## src/rtl/sqfe_pkg.sv

```systemverilog
`default_nettype none
package sqfe_pkg;
    localparam int MAX_STARS      = 64;
    localparam int COORD_BITS     = 16;
    localparam int IDX_W          = $clog2(MAX_STARS);
    localparam int CNT_W          = IDX_W + 1;
    localparam int NEIGHBORS      = 3;
    localparam int LENGTHS        = 6;
    localparam int LEN_FRAC_SHIFT = 12;
    localparam int ABS_W          = COORD_BITS;
    localparam int SQ_W           = 2 * COORD_BITS;
    localparam int DIST_W         = SQ_W + 1;
    localparam int RT_W           = (DIST_W + LEN_FRAC_SHIFT + 1) / 2;
    localparam int RATIO_W        = 17;
    localparam int RATIO_FRAC     = 16;
    localparam int DIV_N          = RT_W + RATIO_FRAC;
    localparam int STEP_W         = $clog2(DIV_N + 1);
    localparam int FIFO_DEPTH     = 4;
    localparam int FIFO_AW        = $clog2(FIFO_DEPTH);
    localparam int MIN_STARS      = 4;

    localparam logic [1:0] ST_OK   = 2'd0;
    localparam logic [1:0] ST_FEW  = 2'd1;
    localparam logic [1:0] ST_ZERO = 2'd2;
    localparam logic [1:0] ST_OVF  = 2'd3;

    // Slot 0 holds the star itself, slots 1 to 3 its neighbors in rank order.
    typedef struct packed {
        logic [3:0][COORD_BITS-1:0] x;
        logic [3:0][COORD_BITS-1:0] y;
        logic [IDX_W-1:0]           idx;
        logic                       last;
        logic                       ovf;
        logic                       few;
    } t_rec;

    function automatic logic [1:0] pair_a(input logic [2:0] k);
        case (k)
            3'd0:    pair_a = 2'd0;
            3'd1:    pair_a = 2'd0;
            3'd2:    pair_a = 2'd0;
            3'd3:    pair_a = 2'd1;
            3'd4:    pair_a = 2'd2;
            3'd5:    pair_a = 2'd3;
            default: pair_a = 2'd0;
        endcase
    endfunction

    function automatic logic [1:0] pair_b(input logic [2:0] k);
        case (k)
            3'd0:    pair_b = 2'd1;
            3'd1:    pair_b = 2'd2;
            3'd2:    pair_b = 2'd3;
            3'd3:    pair_b = 2'd2;
            3'd4:    pair_b = 2'd3;
            3'd5:    pair_b = 2'd1;
            default: pair_b = 2'd0;
        endcase
    endfunction

    function automatic logic [ABS_W-1:0] abs_diff(input logic [COORD_BITS-1:0] a,
                                                 input logic [COORD_BITS-1:0] b);
        logic [COORD_BITS:0] d;
        logic [COORD_BITS:0] m;
        d = {a[COORD_BITS-1], a} - {b[COORD_BITS-1], b};
        m = d[COORD_BITS] ? (~d + 1'b1) : d;
        abs_diff = m[ABS_W-1:0];
    endfunction
endpackage
`default_nettype wire

```

## src/rtl/sqfe_fifo.sv

```systemverilog
`default_nettype none
module sqfe_fifo (
    input  wire             i_clk,
    input  wire             i_rst_n,
    input  wire             i_push,
    input  sqfe_pkg::t_rec  i_din,
    output logic            o_full,
    input  wire             i_pop,
    output sqfe_pkg::t_rec  o_dout,
    output logic            o_empty
);
    import sqfe_pkg::*;

    t_rec               r_mem [FIFO_DEPTH];
    logic [FIFO_AW-1:0] r_wptr, r_rptr;
    logic [FIFO_AW:0]   r_level;

    assign o_full  = (r_level == (FIFO_AW + 1)'(FIFO_DEPTH));
    assign o_empty = (r_level == '0);
    assign o_dout  = r_mem[r_rptr];

    always_ff @(posedge i_clk) begin
        if (i_push && !o_full) begin
            r_mem[r_wptr] <= i_din;
        end
    end

    always_ff @(posedge i_clk) begin
        if (!i_rst_n) begin
            r_wptr  <= '0;
            r_rptr  <= '0;
            r_level <= '0;
        end else begin
            if (i_push && !o_full) begin
                r_wptr <= r_wptr + 1'b1;
            end
            if (i_pop && !o_empty) begin
                r_rptr <= r_rptr + 1'b1;
            end
            r_level <= r_level + (FIFO_AW + 1)'(i_push && !o_full)
                               - (FIFO_AW + 1)'(i_pop && !o_empty);
        end
    end
endmodule
`default_nettype wire

```

## config.mk

```make
export PLATFORM = sky130hd
export DESIGN_NAME = sqfe_fifo
export DESIGN_NICKNAME = d
export VERILOG_FILES = /design/src/rtl/sqfe_pkg.sv /design/src/rtl/sqfe_fifo.sv
export SDC_FILE = /design/constraint.sdc
export NUM_CORES = 1
export LEC_CHECK = 0
export BUFFER_PORTS_ARGS = -buffer_cell sky130_fd_sc_hd__buf_4
export CAP_MARGIN = 20
export CORE_MARGIN = 3
export CORE_UTILIZATION = 51
export DETAILED_ROUTE_END_ITERATION = 12
export PLACE_DENSITY = 0.77
export SYNTH_ARGS = -nofsm -noshare
export SYNTH_HDL_FRONTEND = slang
export SYNTH_SLANG_ARGS = --single-unit
```

## constraint.sdc

```tcl
create_clock -name i_clk -period 4.71 [get_ports i_clk]
set_input_delay 0.942 -clock i_clk [delete_from_list [all_inputs] [get_ports i_clk]]
set_output_delay 0.942 -clock i_clk [all_outputs]
set_load 0.005 [all_outputs]
```

==> metrics.md <==
| Metric | Value |
|---|---|
| Outcome | `finished clean` |
| Number of buffers created by CTS | `53` |
| Setup bufs post-CTS | `0` |
| Synth Area in Compound Gates | `0.111%` |
| Largest net degree at the start of global routing | `71` |
| Fin. Hold Viols | `0` |
| Synth Instances | `766` |
| Mux contribution to synthesized area | `15.4%` |
| Area contributors post-synth | `edfxtp_1 (81%), mux4_2 (15%), dfxtp_1 (0.89%)` |
| Finished Layout Cells | `1647` |
| Core Area | `38900 sq um` |
| Register area share after synthesis | `82.3%` |
| Worst r2r src | `r_level[2]` |
| Cell with the most instances after synthesis | `edfxtp_1` |
| Gr usage total | `18.5%` |
| Hold Startpoint | `r_rptr[0]` |
| Critical Path End Type | `output pin` |
| P&R area growth vs syn | `21.9%` |
| Hold depth | `2` |
| Relative slew margins | `43.8%` |
| Post_cts resized | `0` |
| Number of synthesized flops with an enable pin | `548` |
| Synth cell count leaders | `edfxtp_1 (548), mux4_2 (137), buf_2 (14)` |
| Final hold slack | `478 ps` |
| Row count | `72` |
| Fill cells | `2601` |
| Avg Inst Size Synth | `26.4 sq um` |
| Static Leakage | `8.22 nW` |
| CP max FO | `37` |
| Die height | `205 um` |
| CTS tree | `done` |
| Skew-Pair Late Insertion Delay | `580 ps` |
| Area leader, netlist | `edfxtp_1` |
| Starting Density | `52.0%` |
| GR Overflow Total | `0` |
| Maximum vdd drop | `0.405 mV` |
| Maxcap violations | `0` |
| Critical Path RT | `3770 ps` |
| Clk sinks | `557` |
| Ys flop type | `edfxtp_1` |
| Detailed Route WL | `38700 um` |
| Hold-fix buffers, CTS | `0` |
| Post-Synth Simple-Gate Area | `0.544%` |
| Layout cells sized above 1 | `44.8%` |
| Worst Reg2Reg Path Length in Cells | `4` |
| Kind of start point of the critical path | `register` |
| Hold WC Path Type | `reg -> reg` |
| Syn Nets | `914` |
| Drt via density | `5.49` |
| Vias | `9045` |
| Antenna-violating nets left | `0` |
| Area of the mapped netlist | `20200 sq um` |
| Final net count | `1232` |
| First-pass GRT wire length | `58200 um` |
| CP Class | `reg -> out` |
| Seq cells post-synth | `557` |
| Total Power | `13.0 mW` |
| Max Clock Skew | `16.2 ps` |
| Initial DRC Count | `603` |
| Pwr Density | `525 nW/um^2` |
| Ports | `280` |
| Max Slew Vio Count | `0` |
| Drc violations | `0` |
| Max Freq | `0.283 GHz` |
| Wirelength per Cell | `23.5 um` |
| Setup_tns | `0 ps` |
| Initial antenna violation count | `3` |
| Crit path arrival time | `2600 ps` |
| Vias in the first global route | `9572` |
| Worst Max-Slew Pin Slew | `844 ps` |
| FF-to-FF End | `r_mem[1][61]` |
| Main combinational cell family by area after synthesis | `multiplexers` |
| Adder-Cell Fraction of Synth Area | `0.470%` |
| Final Setup Violations | `0` |
| Reg2Reg Setup Slack | `2110 ps` |
| RSZ-0062 raised after global routing | `no` |
| Synth Area in XOR/XNOR | `0.0866%` |
| Longest Clk Path Bufs | `3` |
| Clock Tree Root | `clkbuf_16` |
| Minimum clock period | `3540 ps` |
| Dpl ws | `1560 ps` |
| Top-area cell type share of the netlist area | `81.4%` |
| Distinct cell type count after synthesis | `22` |
| CTS H-tree lvls | `2` |
| Port Buffers | `279` |
| Yosys warning total | `0` |
| Area of the die | `42100 sq um` |
| Ys async rst share | `0%` |
| HPWL after DPL | `23900 um` |
| TritonRoute pass-1 iters | `5` |
| Setup ws final | `1170 ps` |
| Final GP Congestion | `0.740` |
| Final period util | `75.1%` |
| Post-Place Cells | `1547` |
| Die X | `205 um` |
| Clk slew on worst S/H paths | `60 ps` |
where the power goes:
group	total (mW)	internal, mW	switching, mW
clock network	4.05	2.36	1.69
registers	6.22	6.01	0.211
logic	2.68	1.51	1.17
worst max-delay path, stage by stage (launching register included):
cell	delay, ps
dfxtp_4	900
buf_12	320
mux4_2	590
buf_4	160
logic make-up (layout without fill, tap and decap cells):
logic type               count (synthesis)  after routing
AND/OR/NAND/NOR                         19             19
adder cells (fa/ha/maj)                  7              7
XOR/XNOR                                 2              2
multiplexers                           139            139
buffers and inverters                   38            399
flip-flops                             557            557
other                                    0              2
AO/OA/AOI/OAI                            4              4
flip-flops by register name, indices dropped and copies added (netlist names), named ones only:
name / count
r_wptr: 2
r_rptr: 2
r_level: 3
r_mem: 548
routing by layer:
layer	wire, um	GRT usage, %	vias up	part of all wire [%]
met3	2670	4.34	78	6.9
met1	15500	25.6	4723	40
li1	-	-	3934	-
met5	25	0	-	0.065
met2	19400	29.3	306	50
met4	1190	7.15	4	3.1
placed cells by master (no fill, tap or decap), drive strengths merged:
cell / count
edfxtp: 548
buf: 295
mux4: 137
clkbuf: 76
clkinv: 17
dfxtp: 9
inv: 7
and2: 7
nand2: 6
ha: 6
bufinv: 4
o21ai: 3
diode: 2
mux2i: 2
xnor2: 2
nor3: 1
and2b: 1
nor3b: 1
nor2b: 1
or4bb: 1
or3: 1
a21boi: 1
fa: 1
worst max-delay path by stage:
stage                               to  depth (start not counted)      from  slack [ps]
after floorplan            r_mem[0][0]                          3    i_push        1260
after global placement    r_mem[1][94]                          4    i_push        1630
after detailed placement  r_mem[1][94]                          4    i_push        1560
after CTS                   o_dout[46]                          3  register        1040
after global routing        o_dout[32]                          3  register         970
final                       o_dout[32]                          3  register        1170
stage by stage:
| step | utilization [%] | area, sq um |
|---|---|---|
| after global routing | 63.4 | 24700 |
| after global placement | 59.1 | 23000 |
| after floorplan | - | 20200 |
| after CTS | 63.4 | 24700 |
| after detailed placement | 59.1 | 23000 |
| final | 63.4 | 24700 |
layout make-up:
| type | instances | area (sq um) | share of cell area (%) |
|---|---|---|---|
| flip-flops and latches | 557 | 16600 | 67.5 |
| clock buffers | 76 | 1460 | 5.90 |
| inverters | 6 | 22.5 | 0.0913 |
| repair buffers | 295 | 2330 | 9.44 |
| multi-input cells | 171 | 3360 | 13.6 |
| diodes | 2 | 5.00 | 0.0203 |
| clock inverters | 22 | 201 | 0.817 |
| well taps | 518 | 648 | 2.63 |
(Power assumes the default switching activity.)
