<file path="src/rtl/sqfe_pkg.sv">
`default_nettype none
package sqfe_pkg;
    localparam int MAX_STARS      = 64;
    localparam int COORD_BITS     = 16;
    localparam int IDX_W          = $clog2(MAX_STARS);
    localparam int CNT_W          = IDX_W + 1;
    localparam int NEIGHBORS      = 3;
    localparam int LENGTHS        = 6;
    localparam int LEN_FRAC_SHIFT = 12;
    localparam int ABS_W          = COORD_BITS;
    localparam int SQ_W           = 2 * COORD_BITS;
    localparam int DIST_W         = SQ_W + 1;
    localparam int RT_W           = (DIST_W + LEN_FRAC_SHIFT + 1) / 2;
    localparam int RATIO_W        = 17;
    localparam int RATIO_FRAC     = 16;
    localparam int DIV_N          = RT_W + RATIO_FRAC;
    localparam int STEP_W         = $clog2(DIV_N + 1);
    localparam int FIFO_DEPTH     = 4;
    localparam int FIFO_AW        = $clog2(FIFO_DEPTH);
    localparam int MIN_STARS      = 4;

    localparam logic [1:0] ST_OK   = 2'd0;
    localparam logic [1:0] ST_FEW  = 2'd1;
    localparam logic [1:0] ST_ZERO = 2'd2;
    localparam logic [1:0] ST_OVF  = 2'd3;

    // Slot 0 holds the star itself, slots 1 to 3 its neighbors in rank order.
    typedef struct packed {
        logic [3:0][COORD_BITS-1:0] x;
        logic [3:0][COORD_BITS-1:0] y;
        logic [IDX_W-1:0]           idx;
        logic                       last;
        logic                       ovf;
        logic                       few;
    } t_rec;

    function automatic logic [1:0] pair_a(input logic [2:0] k);
        case (k)
            3'd0:    pair_a = 2'd0;
            3'd1:    pair_a = 2'd0;
            3'd2:    pair_a = 2'd0;
            3'd3:    pair_a = 2'd1;
            3'd4:    pair_a = 2'd2;
            3'd5:    pair_a = 2'd3;
            default: pair_a = 2'd0;
        endcase
    endfunction

    function automatic logic [1:0] pair_b(input logic [2:0] k);
        case (k)
            3'd0:    pair_b = 2'd1;
            3'd1:    pair_b = 2'd2;
            3'd2:    pair_b = 2'd3;
            3'd3:    pair_b = 2'd2;
            3'd4:    pair_b = 2'd3;
            3'd5:    pair_b = 2'd1;
            default: pair_b = 2'd0;
        endcase
    endfunction

    function automatic logic [ABS_W-1:0] abs_diff(input logic [COORD_BITS-1:0] a,
                                                 input logic [COORD_BITS-1:0] b);
        logic [COORD_BITS:0] d;
        logic [COORD_BITS:0] m;
        d = {a[COORD_BITS-1], a} - {b[COORD_BITS-1], b};
        m = d[COORD_BITS] ? (~d + 1'b1) : d;
        abs_diff = m[ABS_W-1:0];
    endfunction
endpackage
`default_nettype wire

</file>
<file path="src/rtl/sqfe_front.sv">
`default_nettype none
module sqfe_front (
    input  wire                          i_clk,
    input  wire                          i_rst_n,
    input  wire                          i_start,
    input  wire [15:0]                   i_x,
    input  wire [15:0]                   i_y,
    input  wire                          i_last,
    output logic                         o_busy,
    input  wire                          i_full,
    output logic                         o_push,
    output sqfe_pkg::t_rec               o_rec
);
    import sqfe_pkg::*;

    typedef enum logic [7:0] {
        F_LOAD  = 8'b0000_0001,
        F_RDI   = 8'b0000_0010,
        F_WAITI = 8'b0000_0100,
        F_SCAN  = 8'b0000_1000,
        F_DRAIN = 8'b0001_0000,
        F_FETCH = 8'b0010_0000,
        F_PUSH  = 8'b0100_0000,
        F_FEW   = 8'b1000_0000
    } t_fstate;

    logic [COORD_BITS-1:0] r_mem_x [MAX_STARS];
    logic [COORD_BITS-1:0] r_mem_y [MAX_STARS];
    logic [COORD_BITS-1:0] r_rd_x, r_rd_y;

    t_fstate               r_state, n_state;
    logic [CNT_W-1:0]      r_cnt;
    logic                  r_ovf;
    logic [IDX_W-1:0]      r_i;
    logic [CNT_W-1:0]      r_j;
    logic [COORD_BITS-1:0] r_cix, r_ciy;

    logic                  r_v1, r_v2, r_v3;
    logic [IDX_W-1:0]      r_j1, r_j2, r_j3;
    logic [ABS_W-1:0]      r_ax, r_ay;
    logic [SQ_W-1:0]       r_px, r_py;

    logic [2:0][DIST_W-1:0] r_bd, n_bd;
    logic [2:0][IDX_W-1:0]  r_bi, n_bi;
    logic [1:0]             r_filled, n_filled;

    logic [1:0]                 r_fk;
    logic                       r_fv;
    logic [1:0]                 r_fkd;
    logic [2:0][COORD_BITS-1:0] r_nx, r_ny;

    logic                  w_room;
    logic [CNT_W-1:0]      w_cnt_after;
    logic                  w_accept;
    logic [IDX_W-1:0]      w_raddr;
    logic [DIST_W-1:0]     w_d;
    logic                  w_issue;
    logic                  w_last_star;

    assign o_busy      = (r_state != F_LOAD);
    assign w_accept    = i_start && (r_state == F_LOAD);
    assign w_room      = (r_cnt < CNT_W'(MAX_STARS));
    assign w_cnt_after = w_room ? r_cnt + 1'b1 : r_cnt;
    assign w_issue     = (r_state == F_SCAN) && (r_j < r_cnt);
    assign w_last_star = ({1'b0, r_i} == r_cnt - 1'b1);
    assign w_d         = DIST_W'(r_px) + DIST_W'(r_py);

    always_comb begin
        case (r_state)
            F_RDI:   w_raddr = r_i;
            F_SCAN:  w_raddr = r_j[IDX_W-1:0];
            F_FETCH: w_raddr = r_bi[r_fk];
            default: w_raddr = '0;
        endcase
    end

    always_ff @(posedge i_clk) begin
        if (w_accept && w_room) begin
            r_mem_x[r_cnt[IDX_W-1:0]] <= i_x[COORD_BITS-1:0];
            r_mem_y[r_cnt[IDX_W-1:0]] <= i_y[COORD_BITS-1:0];
        end
        r_rd_x <= r_mem_x[w_raddr];
        r_rd_y <= r_mem_y[w_raddr];
    end

    // Keep the three smallest distances; a tie never displaces an earlier index.
    always_comb begin
        n_bd     = r_bd;
        n_bi     = r_bi;
        n_filled = r_filled;
        if (r_v3) begin
            if (r_filled > 2'd0 && w_d < r_bd[0]) begin
                n_bd[2] = r_bd[1]; n_bi[2] = r_bi[1];
                n_bd[1] = r_bd[0]; n_bi[1] = r_bi[0];
                n_bd[0] = w_d;     n_bi[0] = r_j3;
            end else if (r_filled > 2'd1 && w_d < r_bd[1]) begin
                n_bd[2] = r_bd[1]; n_bi[2] = r_bi[1];
                n_bd[1] = w_d;     n_bi[1] = r_j3;
            end else if (r_filled > 2'd2 && w_d < r_bd[2]) begin
                n_bd[2] = w_d;     n_bi[2] = r_j3;
            end else if (r_filled < 2'd3) begin
                n_bd[r_filled] = w_d;
                n_bi[r_filled] = r_j3;
            end
            if (r_filled < 2'd3) begin
                n_filled = r_filled + 1'b1;
            end
        end
    end

    always_comb begin
        n_state = r_state;
        o_push  = 1'b0;
        case (r_state)
            F_LOAD: begin
                if (w_accept && i_last) begin
                    n_state = (w_cnt_after < CNT_W'(MIN_STARS)) ? F_FEW : F_RDI;
                end
            end
            F_RDI:   n_state = F_WAITI;
            F_WAITI: n_state = F_SCAN;
            F_SCAN: begin
                if (!w_issue) begin
                    n_state = F_DRAIN;
                end
            end
            F_DRAIN: begin
                if (!r_v1 && !r_v2 && !r_v3) begin
                    n_state = F_FETCH;
                end
            end
            F_FETCH: begin
                if (r_fk == 2'd2) begin
                    n_state = F_PUSH;
                end
            end
            F_PUSH: begin
                if (!r_fv && !i_full) begin
                    o_push  = 1'b1;
                    n_state = w_last_star ? F_LOAD : F_RDI;
                end
            end
            F_FEW: begin
                if (!i_full) begin
                    o_push  = 1'b1;
                    n_state = F_LOAD;
                end
            end
            default: n_state = F_LOAD;
        endcase
    end

    always_comb begin
        o_rec      = '0;
        o_rec.x    = {r_nx[2], r_nx[1], r_nx[0], r_cix};
        o_rec.y    = {r_ny[2], r_ny[1], r_ny[0], r_ciy};
        o_rec.idx  = r_i;
        o_rec.last = w_last_star;
        o_rec.ovf  = r_ovf;
        o_rec.few  = (r_state == F_FEW);
    end

    always_ff @(posedge i_clk) begin
        if (!i_rst_n) begin
            r_state  <= F_LOAD;
            r_cnt    <= '0;
            r_ovf    <= 1'b0;
            r_i      <= '0;
            r_j      <= '0;
            r_v1     <= 1'b0;
            r_v2     <= 1'b0;
            r_v3     <= 1'b0;
            r_filled <= '0;
            r_fk     <= '0;
            r_fv     <= 1'b0;
        end else begin
            r_state  <= n_state;
            r_v1     <= w_issue && (r_j[IDX_W-1:0] != r_i);
            r_v2     <= r_v1;
            r_v3     <= r_v2;
            r_filled <= (r_state == F_RDI) ? 2'd0 : n_filled;
            r_fv     <= (r_state == F_FETCH);
            if (w_accept) begin
                if (w_room) begin
                    r_cnt <= r_cnt + 1'b1;
                end else begin
                    r_ovf <= 1'b1;
                end
                r_i <= '0;
            end
            if (r_state == F_RDI) begin
                r_j <= '0;
            end
            if (w_issue) begin
                r_j <= r_j + 1'b1;
            end
            if (r_state == F_DRAIN) begin
                r_fk <= '0;
            end
            if (r_state == F_FETCH) begin
                r_fk <= r_fk + 1'b1;
            end
            if (o_push) begin
                if (r_state == F_FEW || w_last_star) begin
                    r_cnt <= '0;
                    r_ovf <= 1'b0;
                end else begin
                    r_i <= r_i + 1'b1;
                end
            end
        end
    end

    always_ff @(posedge i_clk) begin
        if (r_state == F_WAITI) begin
            r_cix <= r_rd_x;
            r_ciy <= r_rd_y;
        end
        r_j1 <= r_j[IDX_W-1:0];
        r_j2 <= r_j1;
        r_j3 <= r_j2;
        r_ax <= abs_diff(r_rd_x, r_cix);
        r_ay <= abs_diff(r_rd_y, r_ciy);
        r_px <= SQ_W'(r_ax) * SQ_W'(r_ax);
        r_py <= SQ_W'(r_ay) * SQ_W'(r_ay);
        r_bd <= n_bd;
        r_bi <= n_bi;
        r_fkd <= r_fk;
        if (r_fv) begin
            r_nx[r_fkd] <= r_rd_x;
            r_ny[r_fkd] <= r_rd_y;
        end
    end
endmodule
`default_nettype wire

</file>
<file path="config.mk">
export PLATFORM = sky130hd
export DESIGN_NAME = sqfe_front
export DESIGN_NICKNAME = d
export VERILOG_FILES = /design/src/rtl/sqfe_pkg.sv /design/src/rtl/sqfe_front.sv
export SDC_FILE = /design/constraint.sdc
export NUM_CORES = 2
export LEC_CHECK = 0
export CAP_MARGIN = 20
export CELL_PAD_IN_SITES_DETAIL_PLACEMENT = 0
export CELL_PAD_IN_SITES_GLOBAL_PLACEMENT = 1
export CORE_ASPECT_RATIO = 0.6
export CORE_MARGIN = 2
export CORE_UTILIZATION = 53
export CTS_CLUSTER_DIAMETER = 150
export DETAILED_ROUTE_END_ITERATION = 10
export DONT_BUFFER_PORTS = 1
export GPL_TIMING_DRIVEN = 1
export PLACE_DENSITY = 0.85
export SETUP_SLACK_MARGIN = 0.5
export SLEW_MARGIN = 30
export SYNTH_ARGS = -nofsm -noshare
export SYNTH_HDL_FRONTEND = slang
export SYNTH_SLANG_ARGS = --single-unit
</file>
<file path="constraint.sdc">
create_clock -name i_clk -period 7.9 [get_ports i_clk]
set_input_delay 0.395 -clock i_clk [delete_from_list [all_inputs] [get_ports i_clk]]
set_output_delay 0.395 -clock i_clk [all_outputs]
set_load 0.01 [all_outputs]
</file>
==> impl_results.md <==
* Status: complete, no violations
* Vias in the first global route at 72400
* Mapped Nets at 9924
* TritonCTS clock tree: yes
* Cell Count, Final, Fillers Out at 12300
* WHS Path Cells at 3
* Nets at 9967
* Worst-margin pin slew at 1.11 ns
* Clk_skew at 0.0516 ns
* Antenna viol nets, final at 0
* Rows at 132
* Total die area at 0.222 mm²
* Root Driver: clkbuf_16
* Mean number of vias per cell at 6.28
* Area contributors post-synth: edfxtp_1 (60%), nand2_1 (5.9%), fa_1 (5.7%)
* H-tree depth at 4
* Final WL at 343000 µm
* CP max-delay cell: dfxtp_1
* Starting Density at 53.4%
* Reg2Reg Depth at 23
* Final slew viol count at 0
* Largest net degree at the start of global routing at 156
* Syn_area_per_cell at 12.6 µm²
* HP Start: i_start
* Iter 0 DRT Violations at 12800
* HPWL Detailed at 216000 µm
* Worst slew margin at 26.0%
* FFs w/ async S/R, synth at 0%
* Hold Path Sink: r_i[5]
* Yosys warns at 0
* Die width at 607 µm
* Clk_lat worst skew at 0.90 ns
* PortBufs at 0
* Critical path data arrival time at 7.96 ns
* Global route overflow at 0
* Clk slew on worst S/H paths at 0.06 ns
* Final Hold Fails at 0
* Yosys top cell area share at 59.6%
* Inst Count DP at 11800
* Max-cap check violation count at 0
* Min cycle time layout at 7.21 ns
* Routability cong. at 0.924
* Post-layout util at 59.1%
* Inserted Clock Buffers at 217
* Core ar. at 0.216 mm²
* Via count at 77100
* CTS max path bufs at 4
* Max Clk Rate at 0.139 GHz
* Hold Crit Class: primary input to flop
* Number of enable flip-flop cells after synthesis at 2293
* Setup crit start kind: flop
* First-pass DRT Iterations at 6
* TNS Setup at 0 ns
* Yosys reg bits at 2476
* Reg-to-reg startpoint: r_ax[1]
* Worst setup margin at 0.692 ns
* RSZ-0062 raised after global routing: yes
* Sinks on Clock Net at 2476
* Critical Path RT at 8.65 ns
* Gr usage total at 30.5%
* Main synth FF type: edfxtp_1
* Kind of critical path: flop to flop
* CP max FO at 12
* Post-CTS setup buffers at 0
* IO Count at 176
* Crit path buffers/inverters at 5
* Chip height at 366 µm
* CP peak stage delay at 0.69 ns
* # setup viols final at 0
* Final Cycle Share at 91.2%
* Setup WS pre-CTS at 0.529 ns
* Initial antenna violation count at 10
* Unique masters post-synth at 102
* Most frequent cell after synthesis: edfxtp_1
* Yosys top cell by area: edfxtp_1
* Crit end category: flop
* Worst R2R End: r_px[30]
* Fraction of layout cells with a size suffix above 1 at 7.78%
* First-pass GRT wire length at 494000 µm
* Register area share after synthesis at 62.8%
* Crit path cell chain: buf_4, nand2_1, xnor2_1, ha_1, inv_1, fa_1, inv_1, fa_1, fa_1, fa_1, inv_1, fa_1, inv_1, ha_1, a21o_1, a21oi_1, nor2b_1, o311ai_0, o221ai_1, o41ai_1, o21ai_0, o41a_1, xor2_1
* Mapped Cells at 9183
* Worst path top cell family by delay: adder cells
* Commonest cells post-synth: edfxtp_1 (2293), nand2_1 (1825), nand3_1 (748)
* Drt drc at 0
* CP dominant cell by count: fa_1
* Setup slack, reg-to-reg at 0.69 ns
* Cell Area, Synth at 0.115 mm²
* Area Growth Syn to Fin at 10.7%
* Routed wire per std cell at 27.9 µm
-- layout make-up --
type,count,area (µm²)
sequential,2476,72500
antenna,3,7.51
timing repair buffer,286,3180
tap,2881,3600
fill,16600,88300
inverter,678,2540
clock inverter,135,1280
multi-input combinational,5567,38900
clock buffer,255,5800
-- cell families after synthesis --
logic type,Yosys count,share of synthesized area (%)
mux,266,2.32
compound gates,1141,7.12
fa+ha+maj,704,9.75
xor+xnor,161,1.22
flops,2476,62.8
buf+inv,1140,4.16
simple gates,3295,12.6
-- tightest hold or removal path: cells and delay by family --
kind,cells,cell delay [ns]
compound gates,2,0.26
simple gates,1,0.24
-- stage by stage --
| step | hold slack (ns) | cell area (µm²) |
|---|---|---|
| 2_1_floorplan | 0.310 | 115000 |
| 3_3_place_gp | 0.314 | 119000 |
| 3_5_place_dp | 0.313 | 119000 |
| 4_1_cts | 0.0354 | 128000 |
| 5_1_grt | 0.103 | 128000 |
| 6_report | 0.105 | 128000 |
-- state kept, by name, summed over array words and instances (netlist names), 18 cells and up --
register / count
r_py: 31
r_bd: 99
r_px: 31
r_mem_x: 1024
r_mem_y: 1024
r_bi: 18
o_rec: 96
-- metal layers --
metal  up-vias  track usage, %  routed length (µm)
met3       518            8.66               51800
met4         4            7.03                7810
met2      5280            40.3              135000
met1     38200            49.1              148000
met5         -               0                  21
li1      33100               -                   -
-- repair_timing --
item,4_1_cts,5_1_grt
gates resized for setup,1,6
setup endpoints to repair,1,5
hold buffers,70,0
hold endpoints to repair,2080,0
pin swaps,0,1
-- how the worst max path moves through the flow --
stage | end | from | depth (start not counted)
3_3_place_gp | r_px[30] | r_ax[5] | 23
5_1_grt | r_px[31] | r_ax[4] | 21
4_1_cts | r_px[31] | r_ax[5] | 20
3_5_place_dp | r_px[31] | r_ax[6] | 20
2_1_floorplan | r_bd[0] | r_px[11] | 18
6_report | r_px[30] | r_ax[1] | 23
-- layout by cell type (no fill, tap or decap), types with 55 or more instances in the layout --
| cell type | synthesis | final |
|---|---|---|
| a21o_1 | 70 | 70 |
| a21oi_1 | 220 | 218 |
| a221oi_1 | 84 | 83 |
| a22o_1 | 78 | 78 |
| a311oi_1 | 56 | 56 |
| a31oi_1 | 143 | 140 |
| a32oi_1 | 66 | 66 |
| and2_1 | 100 | 100 |
| and3_1 | 101 | 101 |
| buf_4 | 35 | 193 |
| clkbuf_16 | 0 | 226 |
| dfxtp_1 | 183 | 177 |
| edfxtp_1 | 2293 | 2293 |
| fa_1 | 327 | 327 |
| ha_1 | 377 | 377 |
| inv_1 | 675 | 675 |
| mux2i_1 | 253 | 252 |
| nand2_1 | 1825 | 1824 |
| nand3_1 | 748 | 745 |
| nor2_1 | 229 | 162 |
| nor2_4 | 2 | 63 |
| nor3_1 | 60 | 55 |
| o21ai_0 | 130 | 129 |
| xnor2_1 | 118 | 116 |
Power is left out: the tool's default activity adds up to more than one toggle a clock period on the data nets, which glitch-free logic cannot reach.
