**config.mk**
```make
export PLATFORM = sky130hd
export DESIGN_NAME = sqfe_back
export DESIGN_NICKNAME = d
export VERILOG_FILES = /design/src/rtl/sqfe_pkg.sv /design/src/rtl/sqfe_back.sv
export SDC_FILE = /design/constraint.sdc
export NUM_CORES = 2
export LEC_CHECK = 0
export BUFFER_PORTS_ARGS = -buffer_cell sky130_fd_sc_hd__buf_2
export CORE_UTILIZATION = 40
export DETAILED_ROUTE_END_ITERATION = 7
export PLACE_DENSITY = 0.53
export SETUP_SLACK_MARGIN = 0.4
export SLEW_MARGIN = 20
export SYNTH_ARGS = -nofsm -noshare
export SYNTH_HDL_FRONTEND = slang
export SYNTH_SLANG_ARGS = --single-unit
```
**constraint.sdc**
```tcl
create_clock -name i_clk -period 30.1 [get_ports i_clk]
set_clock_uncertainty 0.05 [all_clocks]
set_input_delay 3.01 -clock i_clk [delete_from_list [all_inputs] [get_ports i_clk]]
set_output_delay 3.01 -clock i_clk [all_outputs]
set_load 0.01 [all_outputs]
```
**src/rtl/sqfe_pkg.sv**
```systemverilog
`default_nettype none
package sqfe_pkg;
    localparam int MAX_STARS      = 64;
    localparam int COORD_BITS     = 16;
    localparam int IDX_W          = $clog2(MAX_STARS);
    localparam int CNT_W          = IDX_W + 1;
    localparam int NEIGHBORS      = 3;
    localparam int LENGTHS        = 6;
    localparam int LEN_FRAC_SHIFT = 12;
    localparam int ABS_W          = COORD_BITS;
    localparam int SQ_W           = 2 * COORD_BITS;
    localparam int DIST_W         = SQ_W + 1;
    localparam int RT_W           = (DIST_W + LEN_FRAC_SHIFT + 1) / 2;
    localparam int RATIO_W        = 17;
    localparam int RATIO_FRAC     = 16;
    localparam int DIV_N          = RT_W + RATIO_FRAC;
    localparam int STEP_W         = $clog2(DIV_N + 1);
    localparam int FIFO_DEPTH     = 4;
    localparam int FIFO_AW        = $clog2(FIFO_DEPTH);
    localparam int MIN_STARS      = 4;

    localparam logic [1:0] ST_OK   = 2'd0;
    localparam logic [1:0] ST_FEW  = 2'd1;
    localparam logic [1:0] ST_ZERO = 2'd2;
    localparam logic [1:0] ST_OVF  = 2'd3;

    // Slot 0 holds the star itself, slots 1 to 3 its neighbors in rank order.
    typedef struct packed {
        logic [3:0][COORD_BITS-1:0] x;
        logic [3:0][COORD_BITS-1:0] y;
        logic [IDX_W-1:0]           idx;
        logic                       last;
        logic                       ovf;
        logic                       few;
    } t_rec;

    function automatic logic [1:0] pair_a(input logic [2:0] k);
        case (k)
            3'd0:    pair_a = 2'd0;
            3'd1:    pair_a = 2'd0;
            3'd2:    pair_a = 2'd0;
            3'd3:    pair_a = 2'd1;
            3'd4:    pair_a = 2'd2;
            3'd5:    pair_a = 2'd3;
            default: pair_a = 2'd0;
        endcase
    endfunction

    function automatic logic [1:0] pair_b(input logic [2:0] k);
        case (k)
            3'd0:    pair_b = 2'd1;
            3'd1:    pair_b = 2'd2;
            3'd2:    pair_b = 2'd3;
            3'd3:    pair_b = 2'd2;
            3'd4:    pair_b = 2'd3;
            3'd5:    pair_b = 2'd1;
            default: pair_b = 2'd0;
        endcase
    endfunction

    function automatic logic [ABS_W-1:0] abs_diff(input logic [COORD_BITS-1:0] a,
                                                 input logic [COORD_BITS-1:0] b);
        logic [COORD_BITS:0] d;
        logic [COORD_BITS:0] m;
        d = {a[COORD_BITS-1], a} - {b[COORD_BITS-1], b};
        m = d[COORD_BITS] ? (~d + 1'b1) : d;
        abs_diff = m[ABS_W-1:0];
    endfunction
endpackage
`default_nettype wire

```
**src/rtl/sqfe_back.sv**
```systemverilog
`default_nettype none
module sqfe_back (
    input  wire             i_clk,
    input  wire             i_rst_n,
    input  wire             i_empty,
    input  sqfe_pkg::t_rec  i_rec,
    output logic            o_pop,
    output logic            o_valid,
    output logic [5:0]      o_star_index,
    output logic [16:0]     o_len_star_n0,
    output logic [16:0]     o_len_star_n1,
    output logic [16:0]     o_len_star_n2,
    output logic [16:0]     o_len_n0_n1,
    output logic [16:0]     o_len_n1_n2,
    output logic [16:0]     o_len_n2_n0,
    output logic [1:0]      o_status,
    output logic            o_last_feature
);
    import sqfe_pkg::*;

    typedef enum logic [7:0] {
        B_IDLE = 8'b0000_0001,
        B_DIFF = 8'b0000_0010,
        B_MUL  = 8'b0000_0100,
        B_SUM  = 8'b0000_1000,
        B_SQRT = 8'b0001_0000,
        B_CHK  = 8'b0010_0000,
        B_DIV  = 8'b0100_0000,
        B_OUT  = 8'b1000_0000
    } t_bstate;

    t_bstate            r_state;
    t_rec               r_rec;
    logic [2:0]         r_k;
    logic [STEP_W-1:0]  r_step;
    logic [ABS_W-1:0]   r_ax, r_ay;
    logic [SQ_W-1:0]    r_px, r_py;
    logic [2*RT_W-1:0]  r_val;
    logic [RT_W+1:0]    r_rem;
    logic [RT_W-1:0]    r_root;
    logic [RT_W-1:0]    r_len [LENGTHS];
    logic [RT_W-1:0]    r_longest;
    logic [DIV_N-1:0]   r_num;
    logic [RT_W-1:0]    r_drem;
    logic [RATIO_W-1:0] r_q;
    logic [RATIO_W-1:0] r_ratio [LENGTHS];
    logic [1:0]         r_stat;

    logic [1:0]         w_a, w_b;
    logic [RT_W+1:0]    w_srem, w_trial;
    logic [RT_W:0]      w_drem;
    logic [RT_W:0]      w_dsub;
    logic [RT_W-1:0]    w_root_next;

    assign o_pop   = (r_state == B_IDLE) && !i_empty;
    assign w_a     = pair_a(r_k);
    assign w_b     = pair_b(r_k);
    // One step of the integer square root: a radix-4 digit of the radicand in, one root bit out.
    assign w_srem  = {r_rem[RT_W-1:0], r_val[2*RT_W-1 -: 2]};
    assign w_trial = {r_root, 2'b01};
    assign w_root_next = (w_srem >= w_trial) ? {r_root[RT_W-2:0], 1'b1}
                                             : {r_root[RT_W-2:0], 1'b0};
    // One quotient bit of the restoring divider per cycle.
    assign w_drem  = {r_drem, r_num[DIV_N-1]};
    assign w_dsub  = w_drem - {1'b0, r_longest};

    always_ff @(posedge i_clk) begin
        if (!i_rst_n) begin
            r_state <= B_IDLE;
            o_valid <= 1'b0;
        end else begin
            o_valid <= (r_state == B_OUT);
            case (r_state)
                B_IDLE: begin
                    if (!i_empty) begin
                        r_state <= i_rec.few ? B_OUT : B_DIFF;
                    end
                end
                B_DIFF: r_state <= B_MUL;
                B_MUL:  r_state <= B_SUM;
                B_SUM:  r_state <= B_SQRT;
                B_SQRT: begin
                    if (r_step == STEP_W'(RT_W - 1)) begin
                        r_state <= (r_k == 3'(LENGTHS - 1)) ? B_CHK : B_DIFF;
                    end
                end
                B_CHK: begin
                    r_state <= (r_longest == '0) ? B_OUT : B_DIV;
                end
                B_DIV: begin
                    if (r_step == STEP_W'(DIV_N - 1) && r_k == 3'(LENGTHS - 1)) begin
                        r_state <= B_OUT;
                    end
                end
                B_OUT: begin
                    r_state <= B_IDLE;
                end
                default: r_state <= B_IDLE;
            endcase
        end
    end

    always_ff @(posedge i_clk) begin
        case (r_state)
            B_IDLE: begin
                r_rec     <= i_rec;
                r_k       <= '0;
                r_longest <= '0;
                if (i_rec.few) begin
                    r_stat <= ST_FEW;
                    for (int m = 0; m < LENGTHS; m++) begin
                        r_ratio[m] <= '0;
                    end
                end
            end
            B_DIFF: begin
                r_ax <= abs_diff(r_rec.x[w_a], r_rec.x[w_b]);
                r_ay <= abs_diff(r_rec.y[w_a], r_rec.y[w_b]);
            end
            B_MUL: begin
                r_px <= SQ_W'(r_ax) * SQ_W'(r_ax);
                r_py <= SQ_W'(r_ay) * SQ_W'(r_ay);
            end
            B_SUM: begin
                r_val  <= (2*RT_W)'({DIST_W'(r_px) + DIST_W'(r_py),
                                     {LEN_FRAC_SHIFT{1'b0}}});
                r_rem  <= '0;
                r_root <= '0;
                r_step <= '0;
            end
            B_SQRT: begin
                r_val  <= {r_val[2*RT_W-3:0], 2'b00};
                r_root <= w_root_next;
                r_rem  <= (w_srem >= w_trial) ? w_srem - w_trial : w_srem;
                r_step <= r_step + 1'b1;
                if (r_step == STEP_W'(RT_W - 1)) begin
                    r_len[r_k] <= w_root_next;
                    if (w_root_next > r_longest) begin
                        r_longest <= w_root_next;
                    end
                    r_k <= (r_k == 3'(LENGTHS - 1)) ? 3'd0 : r_k + 1'b1;
                end
            end
            B_CHK: begin
                r_num  <= {r_len[0], {RATIO_FRAC{1'b0}}};
                r_drem <= '0;
                r_q    <= '0;
                r_step <= '0;
                if (r_longest == '0) begin
                    r_stat <= ST_ZERO;
                    for (int m = 0; m < LENGTHS; m++) begin
                        r_ratio[m] <= '0;
                    end
                end else begin
                    r_stat <= r_rec.ovf ? ST_OVF : ST_OK;
                end
            end
            B_DIV: begin
                if (r_step == STEP_W'(DIV_N - 1)) begin
                    r_ratio[r_k] <= {r_q[RATIO_W-2:0], (w_drem >= {1'b0, r_longest})};
                    r_k    <= r_k + 1'b1;
                    r_step <= '0;
                    r_drem <= '0;
                    r_q    <= '0;
                    if (r_k != 3'(LENGTHS - 1)) begin
                        r_num <= {r_len[r_k + 1'b1], {RATIO_FRAC{1'b0}}};
                    end
                end else begin
                    if (w_drem >= {1'b0, r_longest}) begin
                        r_drem <= w_dsub[RT_W-1:0];
                    end else begin
                        r_drem <= w_drem[RT_W-1:0];
                    end
                    r_q    <= {r_q[RATIO_W-2:0], (w_drem >= {1'b0, r_longest})};
                    r_num  <= {r_num[DIV_N-2:0], 1'b0};
                    r_step <= r_step + 1'b1;
                end
            end
            B_OUT: begin
                o_star_index   <= r_rec.few ? 6'd0 : 6'(r_rec.idx);
                o_len_star_n0  <= r_ratio[0];
                o_len_star_n1  <= r_ratio[1];
                o_len_star_n2  <= r_ratio[2];
                o_len_n0_n1    <= r_ratio[3];
                o_len_n1_n2    <= r_ratio[4];
                o_len_n2_n0    <= r_ratio[5];
                o_status       <= r_stat;
                o_last_feature <= r_rec.few | r_rec.last;
            end
            default: begin
            end
        endcase
    end
endmodule
`default_nettype wire

```
==> insert_results.sql <==
INSERT INTO impl_metrics (metric_group, metric, value, unit) VALUES
('status', 'outcome', 'finished clean', ''),
('critical_path', 'arrival', '7.78', 'ns'),
('grt', 'grt.total_usage', '18.09', '%'),
('logic_synthesis', 'synth_commonest_cells', '758 x sky130_fd_sc_hd__edfxtp_1, 602 x sky130_fd_sc_hd__inv_1, 421 x sky130_fd_sc_hd__nand2_1', ''),
('clock_tree', 'clk_latency', '0.69', 'ns'),
('floorplanning', 'floorplan.initialDensity', '40.38', '%'),
('floorplanning', 'placement_rows', '128', ''),
('logic_synthesis', 'netlist_top_cells_area', 'sky130_fd_sc_hd__edfxtp_1 46%, sky130_fd_sc_hd__fa_1 13%, sky130_fd_sc_hd__ha_1 8.7%', ''),
('critical_path', 'critical_path.max_stage_delay', '0.68', 'ns'),
('grt', 'first_global_vias', '32172', ''),
('logic_synthesis', 'synth_area_per_cell', '11.51', 'um2'),
('floorplanning', 'dieWidth', '353', 'um'),
('route', 'drt-pass1-iter-count', '5', ''),
('timing', 'min_period', '7.393', 'ns'),
('timing', 'rsz0062_at_grt', 'false', ''),
('logic_synthesis', 'number_of_synthesized_flops_with_an_enable_pin', '758', ''),
('critical_path', 'critPathSlowestCell', 'sky130_fd_sc_hd__edfxtp_1', ''),
('logic_synthesis', 'synth.distinct_cells', '74', ''),
('clock_tree', 'clockBufferDepth', '3', ''),
('critical_path', 'setup.worst_path.start_class', 'register', ''),
('route', 'avgViaCountPerCell', '5.005', ''),
('clock_tree', 'post_cts.repair.setup_buffers', '0', ''),
('critical_path', 'timing.critical_path.cells', 'and2_1, fa_1, inv_1, fa_1, inv_1, fa_1, inv_1, fa_1, inv_1, fa_1, inv_1, fa_1, inv_1, ha_1, a21oi_1, o221ai_1, a2111oi_0, o31ai_1, a31o_2, a21oi_2, nor2_1, a311o_1, a21oi_1, xnor2_1', ''),
('final_layout', 'final_nets', '5336', ''),
('grt', 'maximum_number_of_pins_on_one_net_before_global_route_repair', '85', ''),
('final_layout', 'drive_gt1_share', '11.62', '%'),
('route', 'detail_route.iter0.violations', '1647', ''),
('critical_path', 'critical_path_class', 'reg2reg', ''),
('logic_synthesis', 'cell_accounting_for_the_most_synthesized_area', 'sky130_fd_sc_hd__edfxtp_1', ''),
('clock_tree', 'clk_root_buffer_cell', 'sky130_fd_sc_hd__clkbuf_16', ''),
('route', 'routed_wire_length_per_instance', '17.93', 'um'),
('flow_run', 'max-cap-violations', '0', ''),
('timing', 'tightestPinTransition', '1.050', 'ns'),
('clock_tree', 'number_of_buffers_created_by_cts', '84', ''),
('critical_path', 'worstSetupStartpoint', 'r_ay[9]', ''),
('clock_tree', 'hold_buffers', '0', ''),
('logic_synthesis', 'yosysMostFrequentCell', 'sky130_fd_sc_hd__edfxtp_1', ''),
('hold_path', 'worst_hold_path_type', 'reg2reg', ''),
('critical_path', 'cp_max_fo', '17', ''),
('timing', 'finalHoldViolations', '0', ''),
('placed_design', 'dp.final_hpwl', '81530', 'um'),
('clock_tree', 'htree_num_levels', '3', ''),
('logic_synthesis', 'synth-warning-count', '0', ''),
('timing', 'drv_slew', '0', ''),
('clock_tree', 'clkTransAtPathRegs', '0.06', 'ns'),
('logic_synthesis', 'asyncSetResetFlopFracSynth', '0', '%'),
('final_layout', 'syn2layout_area_growth', '12.30', '%'),
('route', 'route.vias.total', '31132', ''),
('critical_path', 'type_of_element_capturing_the_critical_path', 'register', ''),
('critical_path', 'critPathBufInv', '6', ''),
('timing', 'report.final.setup_viol', '0', ''),
('clock_tree', 'numClockSinks', '767', ''),
('clock_tree', 'post_cts_resized', '0', ''),
('logic_synthesis', 'syn-instance-count', '4280', ''),
('grt', 'antenna_violations_before_repair', '3', ''),
('critical_path', 'worst_reg_to_reg_path_cell_count', '24', ''),
('timing', 'max_freq', '135.3', 'MHz'),
('logic_synthesis', 'yosys_register_bits', '767', ''),
('logic_synthesis', 'synthesis.nets', '5090', ''),
('grt', 'grt_pass1_wl', '176700', 'um'),
('critical_path', 'critPathRequiredTime', '30.49', 'ns'),
('logic_synthesis', 'syn_std_cell_area', '49280', 'um2'),
('floorplanning', 'core-area', '122000', 'um2'),
('critical_path', 'regToRegEndpoint', 'r_py[30]', ''),
('floorplanning', 'chipHeight', '353', 'um'),
('route', 'drc_errors', '0', ''),
('grt', 'gr-total-overflow', '0', ''),
('logic_synthesis', 'yosysTopAreaCellShare', '46.19', '%'),
('timing', 'fin_tns_setup', '0', 'ns'),
('timing', 'maxSlewHeadroom', '30.00', '%'),
('logic_synthesis', 'ys_dominant_reg_cell', 'sky130_fd_sc_hd__edfxtp_1', '');
[worst min-delay path by stage]
stage,start,to,slack [ns],cells past startpoint
after floorplan,r_ratio[3][0],o_len_n0_n1[0],0.35,0
after global placement,r_ratio[3][2],o_len_n0_n1[2],0.35,0
after detailed placement,r_ratio[3][2],o_len_n0_n1[2],0.35,0
after CTS,r_ratio[3][10],o_len_n0_n1[10],0.36,0
after global routing,r_ratio[5][9],o_len_n2_n0[9],0.37,0
final,r_ratio[3][10],o_len_n0_n1[10],0.36,0
[worst register-to-register path, delay by kind of cell (launching register included)]
| family | cells | cell delay, ns |
|---|---|---|
| adder cells (fa/ha/maj) | 7 | 3.32 |
| AO/OA/AOI/OAI | 8 | 2.29 |
| flip-flops | 1 | 0.68 |
| AND/OR/NAND/NOR | 2 | 0.44 |
| buffers and inverters | 6 | 0.30 |
| XOR/XNOR | 1 | 0.08 |
[per-layer routing]
layer  GRT usage [%]  share of wire [%]  vias to the layer above
li1                -                  -                    15167
met1           22.84                 43                    15256
met2           32.33                 51                      566
met3           2.522                3.6                      141
met4           4.857                2.3                        2
met5               0              0.012                        -
[flip-flops by register name, summed over array words and instances, names as in the netlist, 31 cells and up]
signal / flops
r_rec: 137
r_val: 34
r_py: 31
r_ratio: 102
r_px: 31
r_len: 138
[metrics by stage]
stage	instances	util [%]	hold WS [ns]	area, um2	setup WS [ns]
floorplan	4280	-	0.3503	49280	20.39
global placement	6065	43.02	0.3514	52510	22.96
detailed placement	6065	43.02	0.3545	52510	22.81
CTS	6219	45.33	0.3594	55320	22.77
global route	6220	45.35	0.3654	55340	22.41
finish	6220	45.35	0.3585	55340	22.71
[kinds of logic after synthesis]
family | share of synthesized area, %
AND/OR/NAND/NOR | 11.45
multiplexers | 3.313
AO/OA/AOI/OAI | 7.985
buffers and inverters | 5.596
XOR/XNOR | 3.092
flip-flops | 46.55
adder cells (fa/ha/maj) | 22.01
[cells in the final DEF (no fill, tap or decap), drive strengths merged, types with 17 or more instances in the layout]
cell	instances
xor2	55
o21a	21
nand2b	26
o21ai	165
clkbuf	97
nor2b	36
nand4	21
a21oi	221
and2	196
a31oi	26
nand3	64
nand2	421
xnor2	119
buf	289
nor3	49
clkinv	37
a21o	66
nor4	20
nor2	299
mux4	55
edfxtp	758
and3	36
inv	609
a211oi	18
o211ai	17
fa	328
mux2i	36
ha	342
[final cells by class]
cell class | count | area [um2]
Fill cell | 11418 | 66700
Clock buffer | 97 | 2172
Inverter | 603 | 2268
Clock inverter | 57 | 645.6
Timing Repair Buffer | 289 | 1539
Sequential cell | 767 | 22940
Tap cell | 1625 | 2033
Antenna cell | 1 | 2.502
Multi-Input combinational cell | 2781 | 23740
Power is not shown: default switching activity piles up to over one toggle a cycle in this logic, so the estimate is an artifact.
